**config.mk**
```make
export PLATFORM = sky130hd
export DESIGN_NAME = cru_ctrl
export DESIGN_NICKNAME = d
export VERILOG_FILES = /design/src/rtl/cru_pkg.sv /design/src/rtl/cru_ctrl.sv
export SDC_FILE = /design/constraint.sdc
export NUM_CORES = 1
export LEC_CHECK = 0
export BUFFER_PORTS_ARGS = -buffer_cell sky130_fd_sc_hd__buf_2
export CORE_AREA = 3 3 40 42
export CTS_BUF_LIST = sky130_fd_sc_hd__clkbuf_8
export DETAILED_ROUTE_END_ITERATION = 10
export DIE_AREA = 0 0 43 45
export PLACE_DENSITY_LB_ADDON = 0.08
export SYNTH_ARGS = -nofsm -noshare
export SYNTH_HDL_FRONTEND = slang
export SYNTH_SLANG_ARGS = --single-unit
```
**constraint.sdc**
```tcl
create_clock -name aclk -period 2.8 [get_ports aclk]
set_input_delay 0.56 -clock aclk [delete_from_list [all_inputs] [get_ports aclk]]
set_output_delay 0.56 -clock aclk [all_outputs]
set_load 0.01 [all_outputs]
```
**src/rtl/cru_pkg.sv**
```systemverilog
`timescale 1ns / 1ps
package cru_pkg;

    localparam int MAX_WIDTH  = 128;
    localparam int MAX_HEIGHT = 128;
    localparam int DEPTH      = MAX_WIDTH * MAX_HEIGHT;
    localparam int ADDR_W     = $clog2(DEPTH);

    localparam int CH_W      = 8;
    localparam int NUM_CH    = 4;
    localparam int TEXEL_W   = CH_W * NUM_CH;
    localparam int SZ_W      = 8;
    localparam int CRD_W     = 10;
    localparam int TAP_W     = 4;
    localparam int WGT_W     = 8;
    localparam int HS_W      = 18;
    localparam int S_W       = 26;
    localparam int FRAC      = 14;
    localparam int CFG_IDX_W = 1;
    localparam int IN_DATA_W = 48;

    localparam logic [SZ_W-1:0] TILE_RESET = SZ_W'(128);

    localparam logic signed [WGT_W-1:0] EVEN_W [4] = '{
        -8'sd3, 8'sd29, 8'sd111, -8'sd9
    };

    typedef enum logic {
        FUNC_WRITE = 1'b0,
        FUNC_READ  = 1'b1
    } cru_func_t;

    typedef enum logic [CFG_IDX_W-1:0] {
        REG_TILE_WIDTH  = 1'b0,
        REG_TILE_HEIGHT = 1'b1
    } cru_reg_t;

    typedef enum logic [4:0] {
        S_IDLE    = 5'b00001,
        S_GATHER  = 5'b00010,
        S_DRAIN_A = 5'b00100,
        S_DRAIN_B = 5'b01000,
        S_FINISH  = 5'b10000
    } cru_state_t;

    typedef struct packed {
        logic             load;
        logic             write;
        logic             issue;
        logic [TAP_W-1:0] tap;
        logic             finish;
    } cru_cmd_t;

    typedef struct packed {
        logic in_read;
        logic in_bad;
    } cru_sts_t;

    // odd phase uses the even weights reversed
    function automatic logic signed [WGT_W-1:0] tap_weight(input logic odd,
                                                          input logic [1:0] idx);
        logic [1:0] k;
        k = odd ? (2'd3 - idx) : idx;
        return EVEN_W[k];
    endfunction

    function automatic logic [SZ_W-1:0] eff_size(input logic [SZ_W-1:0] v, input int max);
        if (v == '0) begin
            return SZ_W'(1);
        end
        if (32'(v) > max) begin
            return SZ_W'(max);
        end
        return v;
    endfunction

    // round half away from zero, then clamp to a byte
    function automatic logic [CH_W-1:0] to_byte(input logic signed [S_W-1:0] s);
        logic signed [S_W-1:0]  t;
        logic [S_W-FRAC-1:0]    r;
        if (s <= 0) begin
            return '0;
        end
        t = s + S_W'(1 << (FRAC - 1));
        r = t[S_W-1:FRAC];
        if (r[S_W-FRAC-1:CH_W] != '0) begin
            return '1;
        end
        return r[CH_W-1:0];
    endfunction

endpackage

```
**src/rtl/cru_ctrl.sv**
```systemverilog
`timescale 1ns / 1ps
module cru_ctrl (
    input  logic              aclk,
    input  logic              aresetn,
    input  logic              s_tvalid,
    output logic              s_tready,
    output logic              m_tvalid,
    input  logic              m_tready,
    input  cru_pkg::cru_sts_t sts,
    output cru_pkg::cru_cmd_t cmd
);

    cru_pkg::cru_state_t           state_reg, state_next;
    logic [cru_pkg::TAP_W-1:0]     tap_reg, tap_next;
    logic                          m_tvalid_reg, m_tvalid_next;
    logic                          accept;
    logic                          out_free;

    assign s_tready = (state_reg == cru_pkg::S_IDLE);
    assign m_tvalid = m_tvalid_reg;
    assign accept   = s_tvalid && s_tready;
    assign out_free = !m_tvalid_reg || m_tready;

    always_comb begin
        state_next    = state_reg;
        tap_next      = tap_reg;
        m_tvalid_next = m_tvalid_reg && !m_tready;
        cmd           = '0;
        cmd.tap       = tap_reg;
        unique case (state_reg)
            cru_pkg::S_IDLE: begin
                cmd.write = accept && !sts.in_read;
                cmd.load  = accept && sts.in_read;
                tap_next  = '0;
                if (accept && sts.in_read) begin
                    state_next = sts.in_bad ? cru_pkg::S_FINISH : cru_pkg::S_GATHER;
                end
            end
            cru_pkg::S_GATHER: begin
                cmd.issue = 1'b1;
                tap_next  = tap_reg + 1'b1;
                if (tap_reg == '1) begin
                    state_next = cru_pkg::S_DRAIN_A;
                end
            end
            cru_pkg::S_DRAIN_A: begin
                state_next = cru_pkg::S_DRAIN_B;
            end
            cru_pkg::S_DRAIN_B: begin
                state_next = cru_pkg::S_FINISH;
            end
            cru_pkg::S_FINISH: begin
                if (out_free) begin
                    cmd.finish    = 1'b1;
                    m_tvalid_next = 1'b1;
                    state_next    = cru_pkg::S_IDLE;
                end
            end
            default: begin
                state_next = cru_pkg::S_IDLE;
            end
        endcase
    end

    always_ff @(posedge aclk) begin
        if (!aresetn) begin
            state_reg    <= cru_pkg::S_IDLE;
            tap_reg      <= '0;
            m_tvalid_reg <= 1'b0;
        end else begin
            state_reg    <= state_next;
            tap_reg      <= tap_next;
            m_tvalid_reg <= m_tvalid_next;
        end
    end

endmodule

```
==> results by group <==
Finish
  • Layout cells sized above 1: 0.3974
  • Most common cell after layout, fill and taps aside: buf_2
  • Max FFs per register: 5
  • Most frequent cells in the layout: buf_2 (15), dfxtp_1 (10), a21oi_1 (5)
  • Fillers: 120
  • Ant. Diodes: 0
  • Synthesis-to-finish area growth: 27.61%
  • Nets: 86
  • Layout Utilization: 0.5355

Place
  • Placer Congestion: 0.7329
  • Dpl ws: 1135 ps
  • Post-DP HPWL: 891.9 um
  • IO buf count: 15

Worst setup path
  • Slowest stage cell, crit path: dfxtp_1
  • Startpoint Class: flop
  • Crit Path Class: flop to primary output
  • Required time of the critical path: 2240 ps
  • Maximum fanout along the worst path: 8
  • CP Data Arrival Time: 1350 ps
  • Buf+Inv Stages, Crit Path: 1
  • Crit-path cells: nor2_4 -> nand3_2 -> nor3b_1 -> buf_2
  • Crit. End Element: primary output
  • Cell family with most CP delay: simple AND/OR/NAND/NOR gates
  • Largest stage delay, worst path: 370 ps

Floorplanning
  • Core Area: 0.001285 mm^2
  • Chip width: 43 um
  • Num rows: 13
  • Die area: 0.001935 mm^2
  • Initial Util: 0.4197
  • Chip Height: 45 um
  • IO Pins: 16

Timing
  • Max Slew Vio Count: 0
  • Max Clock Freq: 524.3 MHz
  • Final Cycle Share: 0.6811
  • Slew @ Worst Pin: 277.9 ps
  • Final setup fails: 0
  • Crit path time final: 1907 ps
  • Final setup TNS: 0 ps
  • Slew HR: 0.8130
  • RSZ-0062 raised after global routing: no
  • Setup Skew: 1.916 ps
  • Post-route worst setup slack: 892.9 ps
  • Final Hold Fails: 0

Route
  • Iter 0 DRT Violations: 11
  • Final ANT Viol Nets: 0
  • Post-Route WL: 1177 um
  • Total vias in the final route: 494
  • TritonRoute pass-1 iters: 4
  • Wire length per cell: 12.66 um
  • Routed vias/inst: 5.312
  • DRC viols: 0

Synthesis
  • Fraction of registers with async set/reset: 0
  • Top cell type's share of synthesized area: 0.3712
  • EDFF count, synth: 0
  • Synth Flop Type: dfxtp_1
  • Top cell type by total area after synthesis: dfxtp_1
  • Post-Syn Area: 539.3 um^2
  • Post-synth cell types: 31
  • Sequential share of the synthesized area: 0.3712
  • Syn_nets: 66
  • Syn Area/Cell: 9.140 um^2
  • Synth area leaders: dfxtp_1 (37%), a21oi_1 (4.6%), nand3_1 (3.7%), nand3_4 (3.2%), a2111oi_2 (2.8%)
  • Seq cells post-synth: 10
  • Syn Inst Count: 59
  • Yosys warnings: 0

Pwr
  • Maximum VDD drop: 303.0 uV
  • Leakage: 0.3155 nW
  • PwrDens: 565.3 mW/mm^2
  • Power, Total: 0.3890 mW

Clock network
  • CTS max path bufs: 2
  • Clk_lat worst skew: 240 ps
  • CTS buffer count: 3
  • CTS resizes: 0
  • Hold buffers post-CTS: 0
  • CTS Sinks: 10
  • Clock Tree Root: clkbuf_8
  • H-tree Lvls: 1
  • Post-CTS setup repair buffer count: 0
  • Clk slew on worst S/H paths: 50 ps
  • TritonCTS clock tree: yes

Flow run
  • Max-cap check violation count: 0

Global route
  • Largest net degree at the start of global routing: 10
  • Initial antenna violation count: 0
  • GRT Resource Usage Total: 0.1458
  • Vias in the first global route: 458
  • First-pass GRT wire length: 2021 um
  • GRT Residual Overflow: 0

Status
  • Outcome: finished clean

Worst hold path
  • Hold Crit Class: flop to flop
## per-stage QoR
stage | std cells | hold slack [ps] | instance area, um^2
3_3_place_gp | 89 | 501.7 | 633.1
4_1_cts | 93 | 508.6 | 688.2
2_1_floorplan | 59 | 514.6 | 539.3
6_report | 93 | 509.1 | 688.2
5_1_grt | 93 | 542.6 | 688.2
3_5_place_dp | 89 | 498.9 | 633.1
## cell families after synthesis
| group | count (synthesis) | synth area share |
|---|---|---|
| multiplexers | 2 | 0.04871 |
| AND/OR/NAND/NOR | 27 | 0.3086 |
| AO/OA/AOI/OAI | 15 | 0.2111 |
| adder cells (fa/ha/maj) | 1 | 0.02320 |
| buffers and inverters | 3 | 0.02088 |
| flip-flops | 10 | 0.3712 |
| XOR/XNOR | 1 | 0.01624 |
## final cells by class
| class | instances | area [um^2] | share of cell area |
|---|---|---|---|
| Multi-Input combinational cell | 46 | 327.8 | 0.4764 |
| Tap cell | 15 | 18.77 | 0.02727 |
| Clock buffer | 4 | 55.05 | 0.08000 |
| Inverter | 3 | 11.26 | 0.01636 |
| Timing Repair Buffer | 15 | 75.07 | 0.1091 |
| Sequential cell | 10 | 200.2 | 0.2909 |
## report_power, final
| group | total (mW) | switching (mW) | internal [mW] |
|---|---|---|---|
| sequential | 0.154 | 0.00716 | 0.147 |
| clock | 0.180 | 0.0568 | 0.124 |
| combinational | 0.0545 | 0.0323 | 0.0222 |
| total | 0.389 | 0.0963 | 0.293 |
## synthesized netlist by cell type (2+ instances only)
library cell and instances:
dfxtp_1 10, a21oi_1 5, nand2_1 4, nand3_1 4
nor2_1 4, and2_1 2, and3_1 2, inv_2 2
nor2_2 2, nor4_1 2, o21ai_1 2
## final timing paths
check / from / end / slack, ps / depth (start not counted)
min reg2reg: tap_reg[1]$_SDFFE_PN0P_ / tap_reg[1]$_SDFFE_PN0P_ / 510 / 2
min: tap_reg[1]$_SDFFE_PN0P_ / tap_reg[1]$_SDFFE_PN0P_ / 510 / 2
max: state_reg[2]$_SDFFE_PN0P_ / cmd[6] / 890 / 4
max reg2reg: tap_reg[0]$_SDFFE_PN0P_ / state_reg[2]$_SDFFE_PN0P_ / 1410 / 4
## tightest hold or removal path, stage by stage, from the launching register on
cell and delay [ps]:
dfxtp_1 330, nand3_1 70, a21oi_1 60
## routing by layer
metal  GRT usage  part of all wire
met3     0.04781             0.078
met1      0.1812              0.49
met5           0                 0
met4      0.1084             0.025
met2      0.2096              0.41
Note: power is estimated with default switching activity, not from simulation.
